$ cat src/rtl/core/mcg_pkg.sv
// mcg_pkg: shared types and constants of the metronome click generator
// config record, controller states, datapath command and status records
// no dependencies
package mcg_pkg;

	localparam int VOICES_DEF          = 4;
	localparam int SINE_TABLE_BITS_DEF = 10;
	localparam int SAMPLE_BITS_DEF     = 24;

	// position * 256 as an unsigned 72 bit numerator
	localparam int BDIV_W         = 72;
	localparam int DIVISOR_W      = 32;
	// width of the rounded click magnitude before the ramp division
	localparam int MAG_W          = 55;
	localparam int DEN_SHIFT_BASE = 44;
	localparam int ACC_EXTRA      = 16;

	localparam logic [15:0] SIN_A = 16'd51472;
	localparam logic [15:0] SIN_B = 16'd21023;
	localparam logic [15:0] SIN_C = 16'd2320;

	localparam logic [14:0] ACCENT_DOWN = 15'd22938;
	localparam logic [14:0] ACCENT_BEAT = 15'd16384;

	localparam logic [31:0] MIN_PERIOD = 32'd256;
	localparam logic [9:0]  MIN_LENGTH = 10'd4;

	localparam logic [31:0] RST_BEAT_PERIOD   = 32'd6144000;
	localparam logic [4:0]  RST_BEATS_PER_BAR = 5'd4;
	localparam logic [15:0] RST_CLICK_GAIN    = 16'd16384;
	localparam logic [9:0]  RST_CLICK_LENGTH  = 10'd240;
	localparam logic [31:0] RST_DOWN_STEP     = 32'd107374182;
	localparam logic [31:0] RST_BEAT_STEP     = 32'd78741067;

	typedef enum logic [2:0] {
		REG_ENABLE,
		REG_POLY_MODE,
		REG_BEAT_PERIOD,
		REG_BEATS_PER_BAR,
		REG_CLICK_GAIN,
		REG_CLICK_LENGTH,
		REG_DOWN_STEP,
		REG_BEAT_STEP
	} cfg_reg_t;

	typedef struct packed {
		logic        enable;
		logic        poly_mode;
		logic [31:0] beat_period;
		logic [4:0]  beats_per_bar;
		logic [15:0] click_gain;
		logic [9:0]  click_length;
		logic [31:0] downbeat_phase_step;
		logic [31:0] beat_phase_step;
	} cfg_t;

	typedef enum logic [2:0] {
		MS_PHASE,
		MS_X2,
		MS_T1,
		MS_U,
		MS_Y,
		MS_SG,
		MS_AN,
		MS_MAG
	} mul_sel_t;

	typedef enum logic [3:0] {
		CS_IDLE,
		CS_SETUP,
		CS_BDIV,
		CS_BMOD,
		CS_TRIG,
		CS_SLOT,
		CS_MUL,
		CS_RLOAD,
		CS_RDIV,
		CS_RACC,
		CS_OUT
	} ctrl_state_t;

	typedef struct packed {
		logic     in_load;
		logic     clear_seed;
		logic     bdiv_load;
		logic     rdiv_load;
		logic     div_step;
		logic     mod_track;
		logic     trigger;
		logic     retire;
		logic     mul_en;
		mul_sel_t mul_sel;
		logic     accum;
		logic     out_load;
	} dp_cmd_t;

	typedef struct packed {
		logic pass;
		logic short_period;
		logic rolling;
		logic do_beat;
		logic slot_active;
		logic slot_stale;
		logic out_free;
	} dp_stat_t;

endpackage

$ cat src/rtl/core/mcg_div.sv
// mcg_div: restoring divider, one quotient bit per step
// dividend shifts out at the top while quotient bits shift in at the bottom
// depends on nothing
module mcg_div #(
	parameter int NUM_W = 72,
	parameter int DEN_W = 32
) (
	input  logic             clk,
	input  logic             load,
	input  logic             step,
	input  logic [NUM_W-1:0] num_in,
	input  logic [DEN_W-1:0] den_in,
	output logic [NUM_W-1:0] quot
);

	logic [NUM_W-1:0] num_q;
	logic [DEN_W-1:0] rem_q;
	logic [DEN_W-1:0] den_q;
	logic [DEN_W:0]   trial;
	logic [DEN_W:0]   diff;
	logic             ge;

	assign trial = {rem_q, num_q[NUM_W-1]};
	assign diff  = trial - {1'b0, den_q};
	assign ge    = trial >= {1'b0, den_q};
	assign quot  = num_q;

	always_ff @(posedge clk) begin
		if (load) begin
			num_q <= num_in;
			rem_q <= '0;
			den_q <= den_in;
		end else if (step) begin
			rem_q <= ge ? diff[DEN_W-1:0] : trial[DEN_W-1:0];
			num_q <= {num_q[NUM_W-2:0], ge};
		end
	end

endmodule

$ cat src/rtl/core/mcg_dp.sv
// mcg_dp: datapath of the click generator, beat tracking, voices, sine, mixing
// uses mcg_pkg and mcg_div; driven by commands from mcg_ctrl
module mcg_dp #(
	parameter int VOICES          = mcg_pkg::VOICES_DEF,
	parameter int SINE_TABLE_BITS = mcg_pkg::SINE_TABLE_BITS_DEF,
	parameter int SAMPLE_BITS     = mcg_pkg::SAMPLE_BITS_DEF,
	localparam int SW             = $clog2(VOICES + 1)
) (
	input  logic                          clk,
	input  logic                          arst_n,
	input  mcg_pkg::cfg_t                 cfg,
	input  mcg_pkg::dp_cmd_t              cmd,
	input  logic [SW-1:0]                 sidx,
	output mcg_pkg::dp_stat_t             stat,
	input  logic signed [63:0]            sample_position,
	input  logic                          transport_rolling,
	input  logic                          force_enable,
	input  logic signed [SAMPLE_BITS-1:0] left_in,
	input  logic signed [SAMPLE_BITS-1:0] right_in,
	input  logic                          out_ready,
	output logic                          out_valid,
	output logic signed [SAMPLE_BITS-1:0] left_out,
	output logic signed [SAMPLE_BITS-1:0] right_out
);

	localparam int NVW     = (VOICES > 1) ? $clog2(VOICES) : 1;
	localparam int SB      = SAMPLE_BITS;
	localparam int SH      = mcg_pkg::DEN_SHIFT_BASE - SAMPLE_BITS;
	localparam int TW      = mcg_pkg::MAG_W - SH;
	localparam int ACC_W   = SAMPLE_BITS + mcg_pkg::ACC_EXTRA;
	localparam int PH_LOW  = 32 - SINE_TABLE_BITS;
	localparam int BDIV_WL = mcg_pkg::BDIV_W;
	localparam logic [31:0] PH_MASK = ~((32'd1 << PH_LOW) - 32'd1);

	// latched input beat
	logic [63:0]   pos_q;
	logic          rolling_q;
	logic          force_q;
	logic [SB-1:0] left_q;
	logic [SB-1:0] right_q;

	// slot state
	logic [VOICES-1:0] voice_act_q;
	logic [9:0]        voice_pos_q  [VOICES];
	logic [9:0]        voice_len_q  [VOICES];
	logic              voice_down_q [VOICES];
	logic              mono_act_q;
	logic [9:0]        mono_pos_q;
	logic              mono_down_q;
	logic [NVW-1:0]    nv_q;
	logic [63:0]       last_beat_q;
	logic              seeded_q;

	// arithmetic
	logic [31:0]      phase_q;
	logic [15:0]      x2_q;
	logic [11:0]      t1_q;
	logic [14:0]      u_q;
	logic [14:0]      y_q;
	logic [30:0]      sg_q;
	logic [22:0]      an_q;
	logic [53:0]      mag_q;
	logic [ACC_W-1:0] acc_q;
	logic [4:0]       md_q;
	logic             modstep_q;
	logic             out_valid_q;
	logic [SB-1:0]    left_out_q;
	logic [SB-1:0]    right_out_q;

	logic [9:0]  eff_len;
	logic [4:0]  bpb_eff;
	logic        eff;
	logic        is_mono;
	logic [NVW-1:0] vidx;
	logic        sl_act;
	logic [9:0]  sl_pos;
	logic [9:0]  sl_len;
	logic        sl_down;
	logic [9:0]  pos_inc;
	logic [7:0]  r_c;
	logic [9:0]  len_m_r;
	logic [9:0]  rem_len;
	logic [7:0]  n_c;
	logic [31:0] ph_m;
	logic [15:0] x_c;
	logic        neg_c;
	logic [31:0] mul_a;
	logic [31:0] mul_b;
	logic [63:0] prod;
	logic [16:0] y_raw;

	logic [BDIV_WL-1:0]        beat_num;
	logic [BDIV_WL-1:0]        rend_num;
	logic [BDIV_WL-1:0]        quot;
	logic [mcg_pkg::MAG_W-1:0] rnd_sum;
	logic [63:0]               beat_c;
	logic                      down_c;
	logic                      fire;
	logic [NVW-1:0]            nv_next;
	logic [5:0]                mod_trial;
	logic [ACC_W-1:0]          q_ext;
	logic [ACC_W-1:0]          contrib;
	logic [ACC_W:0]            sum_l;
	logic [ACC_W:0]            sum_r;

	function automatic logic [SB-1:0] sat(input logic [ACC_W:0] v);
		logic ovf;
		ovf = (v[ACC_W:SB-1] != '0) && (v[ACC_W:SB-1] != '1);
		if (!ovf)
			return v[SB-1:0];
		return v[ACC_W] ? {1'b1, {(SB-1){1'b0}}} : {1'b0, {(SB-1){1'b1}}};
	endfunction

	assign eff_len = (cfg.click_length < mcg_pkg::MIN_LENGTH) ? mcg_pkg::MIN_LENGTH
		: cfg.click_length;
	assign bpb_eff = (cfg.beats_per_bar == 5'd0) ? 5'd1 : cfg.beats_per_bar;
	assign eff     = force_q | cfg.enable;

	assign stat.pass         = !eff && !(mono_act_q || (|voice_act_q));
	assign stat.short_period = cfg.beat_period < mcg_pkg::MIN_PERIOD;
	assign stat.rolling      = rolling_q;
	assign stat.do_beat      = rolling_q && eff;
	assign stat.out_free     = !out_valid_q || out_ready;

	// slot selected by the controller, the last index is the mono slot
	assign is_mono = sidx == SW'(VOICES);
	assign vidx    = is_mono ? '0 : sidx[NVW-1:0];
	assign sl_act  = is_mono ? mono_act_q  : voice_act_q[vidx];
	assign sl_pos  = is_mono ? mono_pos_q  : voice_pos_q[vidx];
	assign sl_len  = is_mono ? eff_len     : voice_len_q[vidx];
	assign sl_down = is_mono ? mono_down_q : voice_down_q[vidx];
	assign pos_inc = sl_pos + 10'd1;

	assign stat.slot_active = sl_act;
	assign stat.slot_stale  = sl_pos >= sl_len;

	// envelope: ramp length and numerator
	assign r_c     = (sl_len[9:2] == 8'd0) ? 8'd1 : sl_len[9:2];
	assign len_m_r = sl_len - 10'(r_c);
	assign rem_len = sl_len - sl_pos;
	always_comb begin
		if (sl_pos < 10'(r_c))
			n_c = sl_pos[7:0];
		else if (sl_pos > len_m_r)
			n_c = rem_len[7:0];
		else
			n_c = r_c;
	end

	// quarter wave argument from the table bits of the phase
	assign ph_m  = phase_q & PH_MASK;
	assign x_c   = ph_m[30] ? (16'd32768 - {1'b0, ph_m[29:15]}) : {1'b0, ph_m[29:15]};
	assign neg_c = phase_q[31];

	always_comb begin
		case (cmd.mul_sel)
			mcg_pkg::MS_PHASE: begin
				mul_a = 32'(sl_pos);
				mul_b = sl_down ? cfg.downbeat_phase_step : cfg.beat_phase_step;
			end
			mcg_pkg::MS_X2: begin
				mul_a = 32'(x_c);
				mul_b = 32'(x_c);
			end
			mcg_pkg::MS_T1: begin
				mul_a = 32'(x2_q);
				mul_b = 32'(mcg_pkg::SIN_C);
			end
			mcg_pkg::MS_U: begin
				mul_a = 32'(x2_q);
				mul_b = 32'(mcg_pkg::SIN_B - 16'(t1_q));
			end
			mcg_pkg::MS_Y: begin
				mul_a = 32'(x_c);
				mul_b = 32'(mcg_pkg::SIN_A - 16'(u_q));
			end
			mcg_pkg::MS_SG: begin
				mul_a = 32'(y_q);
				mul_b = 32'(cfg.click_gain);
			end
			mcg_pkg::MS_AN: begin
				mul_a = 32'(sl_down ? mcg_pkg::ACCENT_DOWN : mcg_pkg::ACCENT_BEAT);
				mul_b = 32'(n_c);
			end
			mcg_pkg::MS_MAG: begin
				mul_a = 32'(sg_q);
				mul_b = 32'(an_q);
			end
			default: begin
				mul_a = '0;
				mul_b = '0;
			end
		endcase
	end

	assign prod  = mul_a * mul_b;
	assign y_raw = prod[31:15];

	always_ff @(posedge clk) begin
		if (cmd.mul_en) begin
			case (cmd.mul_sel)
				mcg_pkg::MS_PHASE: phase_q <= prod[31:0];
				mcg_pkg::MS_X2:    x2_q    <= prod[30:15];
				mcg_pkg::MS_T1:    t1_q    <= prod[26:15];
				mcg_pkg::MS_U:     u_q     <= prod[29:15];
				mcg_pkg::MS_Y:     y_q     <= (y_raw > 17'd32767) ? 15'h7fff : y_raw[14:0];
				mcg_pkg::MS_SG:    sg_q    <= prod[30:0];
				mcg_pkg::MS_AN:    an_q    <= prod[22:0];
				mcg_pkg::MS_MAG:   mag_q   <= prod[53:0];
				default: ;
			endcase
		end
	end

	// floor division numerators: beat uses one's complement for negative positions
	assign beat_num = pos_q[63] ? ~{pos_q, 8'h00} : {pos_q, 8'h00};
	assign rnd_sum  = {1'b0, mag_q} + (mcg_pkg::MAG_W'(r_c) << (SH - 1));
	assign rend_num = {rnd_sum[mcg_pkg::MAG_W-1:SH], {(BDIV_WL-TW){1'b0}}};

	mcg_div #(
		.NUM_W(BDIV_WL),
		.DEN_W(mcg_pkg::DIVISOR_W)
	) u_div (
		.clk   (clk),
		.load  (cmd.bdiv_load | cmd.rdiv_load),
		.step  (cmd.div_step),
		.num_in(cmd.bdiv_load ? beat_num : rend_num),
		.den_in(cmd.bdiv_load ? cfg.beat_period : mcg_pkg::DIVISOR_W'(r_c)),
		.quot  (quot)
	);

	assign beat_c    = pos_q[63] ? ~quot[63:0] : quot[63:0];
	assign down_c    = pos_q[63] ? (md_q == bpb_eff - 5'd1) : (md_q == 5'd0);
	assign mod_trial = {md_q, quot[0]};
	assign fire      = cmd.trigger && seeded_q && (beat_c != last_beat_q);
	assign nv_next   = (nv_q == NVW'(VOICES - 1)) ? '0 : nv_q + 1'b1;

	assign q_ext   = ACC_W'(quot[TW-1:0]);
	assign contrib = neg_c ? (~q_ext + 1'b1) : q_ext;
	assign sum_l   = {acc_q[ACC_W-1], acc_q} + {{(ACC_W+1-SB){left_q[SB-1]}}, left_q};
	assign sum_r   = {acc_q[ACC_W-1], acc_q} + {{(ACC_W+1-SB){right_q[SB-1]}}, right_q};

	always_ff @(posedge clk) begin
		if (cmd.in_load) begin
			pos_q     <= sample_position;
			rolling_q <= transport_rolling;
			force_q   <= force_enable;
			left_q    <= left_in;
			right_q   <= right_in;
			acc_q     <= '0;
		end else if (cmd.accum) begin
			acc_q <= acc_q + contrib;
		end
		// each quotient bit joins the bar position in the cycle after it is shifted in
		if (cmd.bdiv_load)
			md_q <= '0;
		else if (modstep_q)
			md_q <= (mod_trial >= {1'b0, bpb_eff}) ? 5'(mod_trial - {1'b0, bpb_eff})
				: mod_trial[4:0];
		if (fire && cfg.poly_mode) begin
			voice_pos_q[nv_q]  <= '0;
			voice_len_q[nv_q]  <= eff_len;
			voice_down_q[nv_q] <= down_c;
		end
		if (fire && !cfg.poly_mode) begin
			mono_pos_q  <= '0;
			mono_down_q <= down_c;
		end
		if (cmd.accum) begin
			if (is_mono)
				mono_pos_q <= pos_inc;
			else
				voice_pos_q[vidx] <= pos_inc;
		end
		if (cmd.out_load) begin
			left_out_q  <= sat(sum_l);
			right_out_q <= sat(sum_r);
		end
	end

	always_ff @(posedge clk or negedge arst_n) begin
		if (!arst_n) begin
			voice_act_q <= '0;
			mono_act_q  <= 1'b0;
			nv_q        <= '0;
			last_beat_q <= {1'b1, 63'd0};
			seeded_q    <= 1'b0;
			modstep_q   <= 1'b0;
			out_valid_q <= 1'b0;
		end else begin
			modstep_q   <= cmd.div_step & cmd.mod_track;
			out_valid_q <= cmd.out_load | (out_valid_q & ~out_ready);
			if (cmd.clear_seed)
				seeded_q <= 1'b0;
			if (cmd.trigger) begin
				last_beat_q <= beat_c;
				seeded_q    <= 1'b1;
			end
			if (fire) begin
				if (cfg.poly_mode) begin
					voice_act_q[nv_q] <= 1'b1;
					nv_q              <= nv_next;
					mono_act_q        <= 1'b0;
				end else begin
					mono_act_q  <= 1'b1;
					voice_act_q <= '0;
				end
			end
			if (cmd.retire || (cmd.accum && (pos_inc >= sl_len))) begin
				if (is_mono)
					mono_act_q <= 1'b0;
				else
					voice_act_q[vidx] <= 1'b0;
			end
		end
	end

	assign out_valid = out_valid_q;
	assign left_out  = left_out_q;
	assign right_out = right_out_q;

	// voice 0, while live, never sits at or past its own length
	a_voice_in_range: assert property (@(posedge clk) disable iff (!arst_n)
		voice_act_q[0] |-> voice_pos_q[0] < voice_len_q[0])
		else $error("voice 0 active beyond its length");

	// seeding is only dropped by a stopped transport
	a_seed_drop: assert property (@(posedge clk) disable iff (!arst_n)
		$fell(seeded_q) |-> $past(cmd.clear_seed))
		else $error("beat seeding lost without transport stop");

	// a click start never coincides with a slot update
	a_trig_excl: assert property (@(posedge clk) disable iff (!arst_n)
		cmd.trigger |-> !cmd.accum && !cmd.retire)
		else $error("trigger overlaps slot render");

endmodule

$ cat src/rtl/core/mcg_ctrl.sv
// mcg_ctrl: sequencer of the click generator
// walks beat division, trigger, per slot multiply chain and ramp division
// uses mcg_pkg; drives mcg_dp through dp_cmd_t, reads dp_stat_t
module mcg_ctrl #(
	parameter int VOICES      = mcg_pkg::VOICES_DEF,
	parameter int SAMPLE_BITS = mcg_pkg::SAMPLE_BITS_DEF,
	localparam int SW         = $clog2(VOICES + 1)
) (
	input  logic              clk,
	input  logic              arst_n,
	input  logic              in_valid,
	output logic              in_ready,
	input  mcg_pkg::dp_stat_t stat,
	output mcg_pkg::dp_cmd_t  cmd,
	output logic [SW-1:0]     sidx
);

	localparam int RDIV_STEPS = mcg_pkg::MAG_W - (mcg_pkg::DEN_SHIFT_BASE - SAMPLE_BITS);
	localparam int CNT_W      = $clog2(mcg_pkg::BDIV_W);

	mcg_pkg::ctrl_state_t state_q, state_d;
	logic [CNT_W-1:0]     cnt_q, cnt_d;
	logic [SW-1:0]        sidx_q, sidx_d;
	mcg_pkg::mul_sel_t    mstep_q, mstep_d;
	logic                 last_slot;

	assign last_slot = sidx_q == SW'(VOICES);
	assign sidx      = sidx_q;

	always_ff @(posedge clk or negedge arst_n) begin
		if (!arst_n) begin
			state_q <= mcg_pkg::CS_IDLE;
			cnt_q   <= '0;
			sidx_q  <= '0;
			mstep_q <= mcg_pkg::MS_PHASE;
		end else begin
			state_q <= state_d;
			cnt_q   <= cnt_d;
			sidx_q  <= sidx_d;
			mstep_q <= mstep_d;
		end
	end

	always_comb begin
		state_d     = state_q;
		cnt_d       = cnt_q;
		sidx_d      = sidx_q;
		mstep_d     = mstep_q;
		cmd         = '0;
		cmd.mul_sel = mstep_q;
		in_ready    = 1'b0;
		case (state_q)
			mcg_pkg::CS_IDLE: begin
				in_ready = 1'b1;
				if (in_valid) begin
					cmd.in_load = 1'b1;
					state_d     = mcg_pkg::CS_SETUP;
				end
			end
			mcg_pkg::CS_SETUP: begin
				sidx_d = '0;
				cnt_d  = '0;
				if (stat.pass) begin
					state_d = mcg_pkg::CS_OUT;
				end else begin
					cmd.clear_seed = !stat.rolling;
					if (stat.short_period) begin
						state_d = mcg_pkg::CS_OUT;
					end else if (stat.do_beat) begin
						cmd.bdiv_load = 1'b1;
						state_d       = mcg_pkg::CS_BDIV;
					end else begin
						state_d = mcg_pkg::CS_SLOT;
					end
				end
			end
			mcg_pkg::CS_BDIV: begin
				cmd.div_step  = 1'b1;
				cmd.mod_track = 1'b1;
				if (cnt_q == CNT_W'(mcg_pkg::BDIV_W - 1)) begin
					cnt_d   = '0;
					state_d = mcg_pkg::CS_BMOD;
				end else begin
					cnt_d = cnt_q + 1'b1;
				end
			end
			mcg_pkg::CS_BMOD: begin
				// bar position takes the last quotient bit here
				state_d = mcg_pkg::CS_TRIG;
			end
			mcg_pkg::CS_TRIG: begin
				cmd.trigger = 1'b1;
				state_d     = mcg_pkg::CS_SLOT;
			end
			mcg_pkg::CS_SLOT: begin
				if (!stat.slot_active || stat.slot_stale) begin
					cmd.retire = stat.slot_active;
					if (last_slot)
						state_d = mcg_pkg::CS_OUT;
					else
						sidx_d = sidx_q + 1'b1;
				end else begin
					mstep_d = mcg_pkg::MS_PHASE;
					state_d = mcg_pkg::CS_MUL;
				end
			end
			mcg_pkg::CS_MUL: begin
				cmd.mul_en = 1'b1;
				if (mstep_q == mcg_pkg::MS_MAG)
					state_d = mcg_pkg::CS_RLOAD;
				else
					mstep_d = mcg_pkg::mul_sel_t'(mstep_q + 3'd1);
			end
			mcg_pkg::CS_RLOAD: begin
				cmd.rdiv_load = 1'b1;
				cnt_d         = '0;
				state_d       = mcg_pkg::CS_RDIV;
			end
			mcg_pkg::CS_RDIV: begin
				cmd.div_step = 1'b1;
				if (cnt_q == CNT_W'(RDIV_STEPS - 1)) begin
					cnt_d   = '0;
					state_d = mcg_pkg::CS_RACC;
				end else begin
					cnt_d = cnt_q + 1'b1;
				end
			end
			mcg_pkg::CS_RACC: begin
				cmd.accum = 1'b1;
				if (last_slot)
					state_d = mcg_pkg::CS_OUT;
				else begin
					sidx_d  = sidx_q + 1'b1;
					state_d = mcg_pkg::CS_SLOT;
				end
			end
			mcg_pkg::CS_OUT: begin
				if (stat.out_free) begin
					cmd.out_load = 1'b1;
					state_d      = mcg_pkg::CS_IDLE;
				end
			end
			default: begin
				state_d = mcg_pkg::CS_IDLE;
			end
		endcase
	end

	a_accept_setup: assert property (@(posedge clk) disable iff (!arst_n)
		in_valid && in_ready |=> state_q == mcg_pkg::CS_SETUP)
		else $error("accepted beat not followed by setup");

	a_out_free: assert property (@(posedge clk) disable iff (!arst_n)
		cmd.out_load |-> stat.out_free)
		else $error("result written over a waiting result");

	a_rdiv_count: assert property (@(posedge clk) disable iff (!arst_n)
		state_q == mcg_pkg::CS_RDIV |-> cnt_q < CNT_W'(RDIV_STEPS))
		else $error("ramp division overran");

endmodule

$ cat src/rtl/core/metronome_click_generator_core.sv
// metronome_click_generator_core: top level, config registers and the two halves
// uses mcg_pkg, mcg_ctrl, mcg_dp (which holds mcg_div)
//
//   port group   dir   handshake             payload
//   in           in    in_valid / in_ready   sample_position, transport_rolling,
//                                            force_enable, left_in, right_in
//   out          out   out_valid / out_ready left_out, right_out
//   cfg          in    cfg_valid / cfg_ready cfg_index, cfg_data
//
// one beat in flight: setup, then (when the beat index is computed) beat division,
//   bar position and trigger, then a check of each of the VOICES + 1 slots with
//   multiply chain, ramp division and accumulation per sounding slot, then output
// one restoring divider gives the 72 bit beat quotient and every ramp quotient
// a finished result waits in the output register while the next beat is accepted
// cfg_ready is always high; reset clears config to defaults and silences all voices
module metronome_click_generator_core #(
	parameter int VOICES          = mcg_pkg::VOICES_DEF,
	parameter int SINE_TABLE_BITS = mcg_pkg::SINE_TABLE_BITS_DEF,
	parameter int SAMPLE_BITS     = mcg_pkg::SAMPLE_BITS_DEF
) (
	input  logic                          clk,
	input  logic                          arst_n,
	input  logic                          in_valid,
	output logic                          in_ready,
	input  logic signed [63:0]            sample_position,
	input  logic                          transport_rolling,
	input  logic                          force_enable,
	input  logic signed [SAMPLE_BITS-1:0] left_in,
	input  logic signed [SAMPLE_BITS-1:0] right_in,
	output logic                          out_valid,
	input  logic                          out_ready,
	output logic signed [SAMPLE_BITS-1:0] left_out,
	output logic signed [SAMPLE_BITS-1:0] right_out,
	input  logic                          cfg_valid,
	output logic                          cfg_ready,
	input  logic [2:0]                    cfg_index,
	input  logic [31:0]                   cfg_data
);

	localparam int SW = $clog2(VOICES + 1);

	mcg_pkg::cfg_t     cfg_q;
	mcg_pkg::dp_cmd_t  cmd;
	mcg_pkg::dp_stat_t stat;
	logic [SW-1:0]     sidx;

	assign cfg_ready = 1'b1;

	always_ff @(posedge clk or negedge arst_n) begin
		if (!arst_n) begin
			cfg_q.enable              <= 1'b0;
			cfg_q.poly_mode           <= 1'b0;
			cfg_q.beat_period         <= mcg_pkg::RST_BEAT_PERIOD;
			cfg_q.beats_per_bar       <= mcg_pkg::RST_BEATS_PER_BAR;
			cfg_q.click_gain          <= mcg_pkg::RST_CLICK_GAIN;
			cfg_q.click_length        <= mcg_pkg::RST_CLICK_LENGTH;
			cfg_q.downbeat_phase_step <= mcg_pkg::RST_DOWN_STEP;
			cfg_q.beat_phase_step     <= mcg_pkg::RST_BEAT_STEP;
		end else if (cfg_valid && cfg_ready) begin
			case (mcg_pkg::cfg_reg_t'(cfg_index))
				mcg_pkg::REG_ENABLE:        cfg_q.enable              <= cfg_data[0];
				mcg_pkg::REG_POLY_MODE:     cfg_q.poly_mode           <= cfg_data[0];
				mcg_pkg::REG_BEAT_PERIOD:   cfg_q.beat_period         <= cfg_data;
				mcg_pkg::REG_BEATS_PER_BAR: cfg_q.beats_per_bar       <= cfg_data[4:0];
				mcg_pkg::REG_CLICK_GAIN:    cfg_q.click_gain          <= cfg_data[15:0];
				mcg_pkg::REG_CLICK_LENGTH:  cfg_q.click_length        <= cfg_data[9:0];
				mcg_pkg::REG_DOWN_STEP:     cfg_q.downbeat_phase_step <= cfg_data;
				mcg_pkg::REG_BEAT_STEP:     cfg_q.beat_phase_step     <= cfg_data;
				default: ;
			endcase
		end
	end

	mcg_ctrl #(
		.VOICES     (VOICES),
		.SAMPLE_BITS(SAMPLE_BITS)
	) u_ctrl (
		.clk     (clk),
		.arst_n  (arst_n),
		.in_valid(in_valid),
		.in_ready(in_ready),
		.stat    (stat),
		.cmd     (cmd),
		.sidx    (sidx)
	);

	mcg_dp #(
		.VOICES         (VOICES),
		.SINE_TABLE_BITS(SINE_TABLE_BITS),
		.SAMPLE_BITS    (SAMPLE_BITS)
	) u_dp (
		.clk              (clk),
		.arst_n           (arst_n),
		.cfg              (cfg_q),
		.cmd              (cmd),
		.sidx             (sidx),
		.stat             (stat),
		.sample_position  (sample_position),
		.transport_rolling(transport_rolling),
		.force_enable     (force_enable),
		.left_in          (left_in),
		.right_in         (right_in),
		.out_ready        (out_ready),
		.out_valid        (out_valid),
		.left_out         (left_out),
		.right_out        (right_out)
	);

endmodule
$ cat config.mk
export PLATFORM = sky130hd
export DESIGN_NAME = metronome_click_generator_core
export DESIGN_NICKNAME = d
export VERILOG_FILES = /design/src/rtl/core/mcg_pkg.sv /design/src/rtl/core/mcg_div.sv /design/src/rtl/core/mcg_dp.sv /design/src/rtl/core/mcg_ctrl.sv /design/src/rtl/core/metronome_click_generator_core.sv
export SDC_FILE = /design/constraint.sdc
export NUM_CORES = 2
export LEC_CHECK = 0
export ABC_AREA = 1
export BUFFER_PORTS_ARGS = -buffer_cell sky130_fd_sc_hd__buf_4
export CORE_MARGIN = 2
export CORE_UTILIZATION = 65
export CTS_BUF_LIST = sky130_fd_sc_hd__clkbuf_4
export DETAILED_ROUTE_END_ITERATION = 7
export PLACE_DENSITY = 0.82
export SYNTH_ARGS = -nofsm -noshare
export SYNTH_HDL_FRONTEND = slang
export SYNTH_HIERARCHICAL = 1
export SYNTH_SLANG_ARGS = --single-unit
$ cat constraint.sdc
create_clock -name clk -period 20.6 [get_ports clk]
set_input_delay 1.03 -clock clk [delete_from_list [all_inputs] [get_ports clk]]
set_output_delay 1.03 -clock clk [all_outputs]
set_load 0.02 [all_outputs]
Yosys cells after proc, flatten, opt, wreduce, memory -nomap -nowiden. Memory sizes are Yosys's and may differ from the RTL's. Index checks and enable logic that the tools add are counted.

Equal/unequal tests: 41. $add $sub $neg: 18. Reduce and logical (&&, ||, !) cells: 60. Multipliers: 1. Magnitude comparators: 13. Bitwise operators: 12. Muxes and demuxes: 101.

Operators by type and width (number): 72-bit 2-to-1 mux (4); 32-bit case mux with 8 select lines (1); 32-bit case mux with 6 select lines (1); 24-bit 2-to-1 mux (6); 40-bit by 24-bit adder with 41-bit output (2); 72-bit NOT (1); 10-bit 2-to-1 mux (7); 32-bit 2-to-1 mux (2); 64-bit 2-to-1 mux (1); 64-bit inequality test (1); 64-bit NOT (1); 4-bit 2-to-1 mux (14); 54-bit by 27-bit adder with 55-bit output (1); 32-bit by 32-bit multiplier with 54-bit output (1); 4-bit case mux with 11 select lines (1); 40-bit by 1-bit adder with 40-bit output (second input constant) (1); 40-bit adder (1); 40-bit 2-to-1 mux (1); 35-bit NOT with 40-bit output (1); 1-bit 2-to-1 mux (37); 18-bit inequality test (second input constant) (2); 2-bit AND reduction (18); 18-bit nonzero test (2); 33-bit by 32-bit greater-or-equal comparator with 1-bit output (1); 67 further kinds (138).

Output and inout bits: 51. Memories: 3. Bits of input ports: 154. Register bits after elaboration: 772. RAM bits: 84. Word-level logic and storage cells: 291.

Memory list: u_dp.voice_len_q (depth 4, width 10, rd ports 1, clocked after memory_dff 0, wr ports 1, RTL line mcg_dp.sv:45) `logic [9:0] voice_len_q [VOICES];`; u_dp.voice_pos_q (depth 4, width 10, rd ports 1, clocked after memory_dff 0, wr ports 1, RTL line mcg_dp.sv:44) `logic [9:0] voice_pos_q [VOICES];`; u_dp.voice_down_q (depth 4, width 1, rd ports 1, clocked after memory_dff 0, wr ports 1, RTL line mcg_dp.sv:46) `logic voice_down_q [VOICES];`.

Longest topological paths before layout. An unclocked memory read counts as a cell.

Depth after elaboration: 13. Gate-level depth with buffers: 67.

Hierarchy. The synthesis kept the hierarchy.

Modules (own cells, without submodules): mcg_dp (cells each 8015, area each 65352.7 sq um, instances 1); mcg_div (cells each 1133, area each 8257.9 sq um, instances 1); metronome_click_generator_core (cells each 572, area each 5054.8 sq um, instances 1); mcg_ctrl (cells each 197, area each 1392.6 sq um, instances 1).

Least setup slack after synthesis. No wires, ideal clock.

Path type: register -> register. Start point: reg u_ctrl.sidx_q[0] (netlist: u_ctrl/sidx[0]). End point: reg u_dp.y_q[10], data pin. Slack: 9.414 ns. Required time: 20.330 ns. Cell stages (with the launch flop): 62. Buffers on the path: 7. Period minus slack after synthesis: 11.186 ns. Arrival: 10.915 ns. Cells stage by stage: dfrtp_1 buf_6 nor2_8 nand2_4 buf_2 buf_2 buf_2 o21ai_0 o21ai_0 ha_1 fa_1 o21ai_0 a21oi_1 o21bai_1 nand2_1 nand2_1 a21oi_1 xor2_1 [... 26 more ...] fa_1 inv_1 fa_1 inv_1 ha_1 nand2_1 nor2_1 inv_1 nor3_1 nand4_1 nand3_1 nand2_1 nand2_1 a21oi_1 xnor2_1 inv_1 clkbuf_1 nand3b_1.

Word-level cells in the longest chain between the ends: 13.

RTL lines: start: declaration (RTL line mcg_ctrl.sv:23) `logic [SW-1:0] sidx_q, sidx_d;`; start signal: assignment (RTL line mcg_ctrl.sv:39) `sidx_q <= sidx_d;`; 3-bit equality test (RTL line mcg_dp.sv:126) `assign is_mono = sidx == SW'(VOICES);`; 2-bit 2-to-1 mux (RTL line mcg_dp.sv:127) `assign vidx = is_mono ? '0 : sidx[NVW-1:0];`; memory read 4 x 10 bit; 10-bit 2-to-1 mux (RTL line mcg_dp.sv:130) `assign sl_len = is_mono ? eff_len : voice_len_q[vidx];`; 8-bit zero test (RTL line mcg_dp.sv:138) `assign r_c = (sl_len[9:2] == 8'd0) ? 8'd1 : sl_len[9:2];`; 8-bit 2-to-1 mux (RTL line mcg_dp.sv:138); 10-bit by 8-bit subtractor with 10-bit output (RTL line mcg_dp.sv:139) `assign len_m_r = sl_len - 10'(r_c);`; 10-bit greater-than comparator (RTL line mcg_dp.sv:144) `else if (sl_pos > len_m_r)`; 8-bit 2-to-1 mux (RTL line mcg_dp.sv:144); 8-bit 2-to-1 mux (RTL line mcg_dp.sv:142) `if (sl_pos < 10'(r_c))`; 32-bit case mux with 8 select lines (RTL line mcg_dp.sv:156) `case (cmd.mul_sel)`; 32-bit by 32-bit multiplier with 54-bit output (*) (RTL line mcg_dp.sv:196) `assign prod = mul_a * mul_b;`; via u_dp.prod[31] (RTL line mcg_dp.sv:89) `logic [63:0] prod;`; 17-bit by 15-bit greater-than comparator with 1-bit output (*) (RTL line mcg_dp.sv:206) `mcg_pkg::MS_Y: y_q <= (y_raw > 17'd32767) ? 15'h7fff : y_raw[14:0];`; end signal: assignment (RTL line mcg_dp.sv:206); end: declaration (RTL line mcg_dp.sv:59) `logic [14:0] y_q;`.

The timed path passes the listed nets; every way through them passes the cells marked *. The select of a mux whose other input is x is not followed. A chain may end at the register's enable or synchronous reset.

Worst setup path after layout.
Start point: reg u_ctrl.sidx_q[0] (netlist: u_ctrl/sidx[0]). End point: reg u_dp.mag_q[51], data pin.

Word-level cells in the longest chain between the ends: 12.

RTL lines: 3-bit equality test (RTL line mcg_dp.sv:126); 2-bit 2-to-1 mux (RTL line mcg_dp.sv:127); memory read 4 x 10 bit; 10-bit 2-to-1 mux (RTL line mcg_dp.sv:130); 8-bit zero test (RTL line mcg_dp.sv:138); 8-bit 2-to-1 mux (RTL line mcg_dp.sv:138); 10-bit by 8-bit subtractor with 10-bit output (RTL line mcg_dp.sv:139); 10-bit greater-than comparator (RTL line mcg_dp.sv:144); 8-bit 2-to-1 mux (RTL line mcg_dp.sv:144); 8-bit 2-to-1 mux (RTL line mcg_dp.sv:142); 32-bit case mux with 8 select lines (RTL line mcg_dp.sv:156); 32-bit by 32-bit multiplier with 54-bit output (*) (RTL line mcg_dp.sv:196); via u_dp.prod[51] (RTL line mcg_dp.sv:89); end signal: assignment (RTL line mcg_dp.sv:209) `mcg_pkg::MS_MAG: mag_q <= prod[53:0];`; end: declaration (RTL line mcg_dp.sv:62) `logic [53:0] mag_q;`.

Marks and branches as above.

==> impl_metrics.py <==
metrics = {
    "synthesis": {
        "synth_seq_area_share_pct": 28.17,
        "async_reset_ff_share_pct": 26.99,
        "netlist_area_sq_um": 80060,
        "ys_ff_latch": 815,
        "synth-edff-count": 508,
        "synth_ff_type": "edfxtp_1",
        "synthCells": 9917,
        "yosysUniqueCellTypes": 76,
        "synth_warnings": 6,
        "synth.avg_cell_area_sq_um": 8.073,
    },
    "worst_setup_path": {
        "path_depth": 50,
        "r2r_cells": 50,
        "crit_path_end_kind": "flop",
        "cp-start-kind": "flop",
        "worst-endpoint-arrival_ns": 15.45,
        "setup.worst_path.class": "reg -> reg",
        "worst_path_max_delay_cell": "nor4_1",
        "crit_family": "simple AND/OR/NAND/NOR gates",
        "worstPathMaxFanout": 21,
        "max_stage_delay_ns": 1.09,
        "crit_top_cell": "nand2_1",
        "crit_required_ns": 21.56,
        "worst-path-buf-inv": 3,
    },
    "die": {
        "die-width_um": 355.0,
        "die_h_um": 355.0,
        "start_util_pct": 65.60,
        "ios": 205,
        "dieArea_sq_um": 126000,
        "core_area_sq_um": 122000,
        "rows": 128,
    },
    "detailed_routing": {
        "route.detailed.drc": 0,
        "avgViaCountPerCell": 5.919,
        "via_count": 72280,
        "routed_wl_um": 281600,
        "wl_per_cell_um": 23.06,
        "drt_iter0_drc": 8347,
        "drtPass1Iterations": 7,
        "postRouteAntennaNets": 0,
    },
    "grt": {
        "grt_pass1_vias": 73940,
        "antenna_found_initial": 16,
        "globalRouteTotalUtil_pct": 45.07,
        "grt_pass1_wl_um": 426100,
        "grt_max_degree": 178,
        "overflow": 0,
    },
    "clock_tree": {
        "clk_latency_ns": 1.27,
        "clockBufferDepth": 3,
        "root_buffer": "clkbuf_4",
        "numCtsBuffers": 203,
        "cts_num_sinks": 815,
        "clkSlewWorstSetupHoldPaths_ns": 0.07,
        "cts_tree": "yes",
        "cts_setup_buffers": 0,
        "htree_levels": 4,
    },
    "final_layout": {
        "nNetsFinal": 11820,
        "synthToLayoutAreaGrowth_pct": 9.580,
        "fillerInstances": 9458,
        "drive_gt1_share_pct": 8.303,
    },
    "run": {
        "drv_cap": 0,
    },
    "timing": {
        "fmax_mhz": 69.04,
        "finalSetupViolCount": 0,
        "rsz0062_at_grt": "false",
        "finalCritPeriodShare_pct": 70.32,
        "finalSetupTns_ns": 0,
        "worst_pin_slew_ns": 1.414,
        "slew_headroom_pct": 4.831,
        "final.min_clock_period_ns": 14.48,
        "fin_skew_ns": 0.1144,
        "drv_slew": 0,
        "hold_violations": 0,
    },
    "status": {
        "outcome": "finished, final reports clean",
    },
    "min_path": {
        "min_path_type": "in -> reg",
        "hold_depth": 3,
    },
    "place": {
        "portBuffers": 203,
        "gp_congestion": 1.018,
        "dpl.hpwl_um": 217400,
    },
}
state kept, by name, summed over array words and instances (netlist names), 32 cells and up:
register,cells
cfg_q,129
u_dp/acc_q,40
u_dp/last_beat_q,64
u_dp/mag_q,35
u_dp/pos_q,64
u_dp/u_div/den_q,32
u_dp/u_div/quot,72
u_dp/u_div/rem_q,32
u_dp/voice_len_q,40
u_dp/voice_pos_q,40
cells by family (layout without fill, tap and decap cells):
family,after synthesis,count (layout),synth area share [%]
and+or+nand+nor,4473,4473,23.27
AOI/OAI and AO/OA,950,950,6.695
DFF,815,815,28.17
other,3,168,0.01406
xor gates and xnor gates,378,378,4.135
adders and majority gates,1277,1277,27.83
buffers and inverters,2021,2525,9.877
timing repair:
action                    4_1_cts  5_1_grt
gates resized for setup         0        0
hold endpoints to repair      174        0
hold buffers                  127        0
final timing paths:
path                                start             end  slack, ns
max in group asynchronous          arst_n       cfg_q[31]      18.72
min in group asynchronous          arst_n       cfg_q[93]       0.42
min reg2reg                      cfg_q[1]        cfg_q[1]       0.47
max reg2reg                u_ctrl/sidx[0]  u_dp/mag_q[51]       6.12
min                          cfg_data[29]       cfg_q[61]       0.07
max                        u_ctrl/sidx[0]  u_dp/mag_q[51]       6.12
routing by layer:
layer	up-vias	routed length [um]	GRT usage, %
met4	14	25750	35.42
met3	1252	30570	11.55
met5	-	85	0
met1	34450	97100	52.70
met2	4655	128100	71.16
li1	31910	-	-
cell usage in the layout, fill, tap and decap left out, types with 145 or more instances in the layout:
cell type / n
a21oi_1: 345
inv_1: 1670
fa_1: 840
buf_4: 285
ha_1: 437
o21ai_0: 352
clkbuf_4: 303
conb_1: 145
edfxtp_1: 508
dfrtp_1: 177
xor2_1: 163
nand2_1: 2739
xnor2_1: 215
nand3_1: 477
nor2_1: 864
per-stage QoR:
step / util [%] / worst slack [ns] / instance area [sq um] / hold slack (ns) / instances
2_1_floorplan: - / 9.414 / 80590 / 0.4378 / 10060
3_3_place_gp: 68.41 / 6.839 / 83490 / 0.4506 / 11680
3_5_place_dp: 68.41 / 6.601 / 83490 / 0.4529 / 11680
4_1_cts: 71.84 / 6.562 / 87670 / 0.001261 / 12190
5_1_grt: 71.86 / 5.579 / 87690 / -0.008366 / 12200
6_report: 71.89 / 6.115 / 87730 / 0.06815 / 12210
synth_stat cells, drive strengths merged (5+ instances only):
library cell | instances | share of area (%)
o22ai | 9 | 0.070
clkbuf | 137 | 0.64
a21oi | 347 | 2.2
a22oi | 22 | 0.21
or2 | 21 | 0.16
nand2 | 2792 | 13
clkinv | 17 | 0.080
and2 | 7 | 0.055
o211ai | 29 | 0.27
o2111ai | 6 | 0.066
nor3 | 67 | 0.45
o21a | 10 | 0.094
a221oi | 11 | 0.12
xor2 | 163 | 1.8
inv | 1711 | 8.0
edfxtp | 508 | 19
o21bai | 22 | 0.21
a31oi | 33 | 0.27
a21o | 22 | 0.21
and3 | 7 | 0.055
ha | 437 | 6.8
dfxtp | 87 | 2.2
o31ai | 8 | 0.075
nand3 | 497 | 3.3
dfstp | 43 | 1.4
nor4 | 36 | 0.30
buf | 156 | 1.1
a211oi | 11 | 0.10
a21boi | 5 | 0.047
nand3b | 35 | 0.33
o21ai | 387 | 2.5
nor2 | 913 | 4.5
o221ai | 5 | 0.055
xnor2 | 215 | 2.4
a22o | 10 | 0.11
dfrtp | 177 | 5.5
nand4 | 92 | 0.72
fa | 840 | 21
worst reg2reg max path: cells and delay by family, from the launching register on:
kind | cells | cell delay (ns)
compound gates | 7 | 1.24
buf+inv | 3 | 0.35
simple gates | 26 | 6.06
flops | 1 | 0.88
fa+ha+maj | 12 | 5.43
xor+xnor | 2 | 0.33
layout make-up:
class                           count  area [sq um]  share of cell area (%)
Timing Repair Buffer              415          3466                   3.951
Clock buffer                      303          2275                   2.593
Inverter                         1728          6492                   7.401
Clock inverter                     79         639.4                  0.7288
Tap cell                         1625          2033                   2.318
Antenna cell                       23         57.56                 0.06561
Sequential cell                   815         22560                   25.71
Multi-Input combinational cell   7223         50210                   57.23
Power is left out: the tool's default activity adds up to more than one toggle a clock period on the data nets, which glitch-free logic cannot reach.
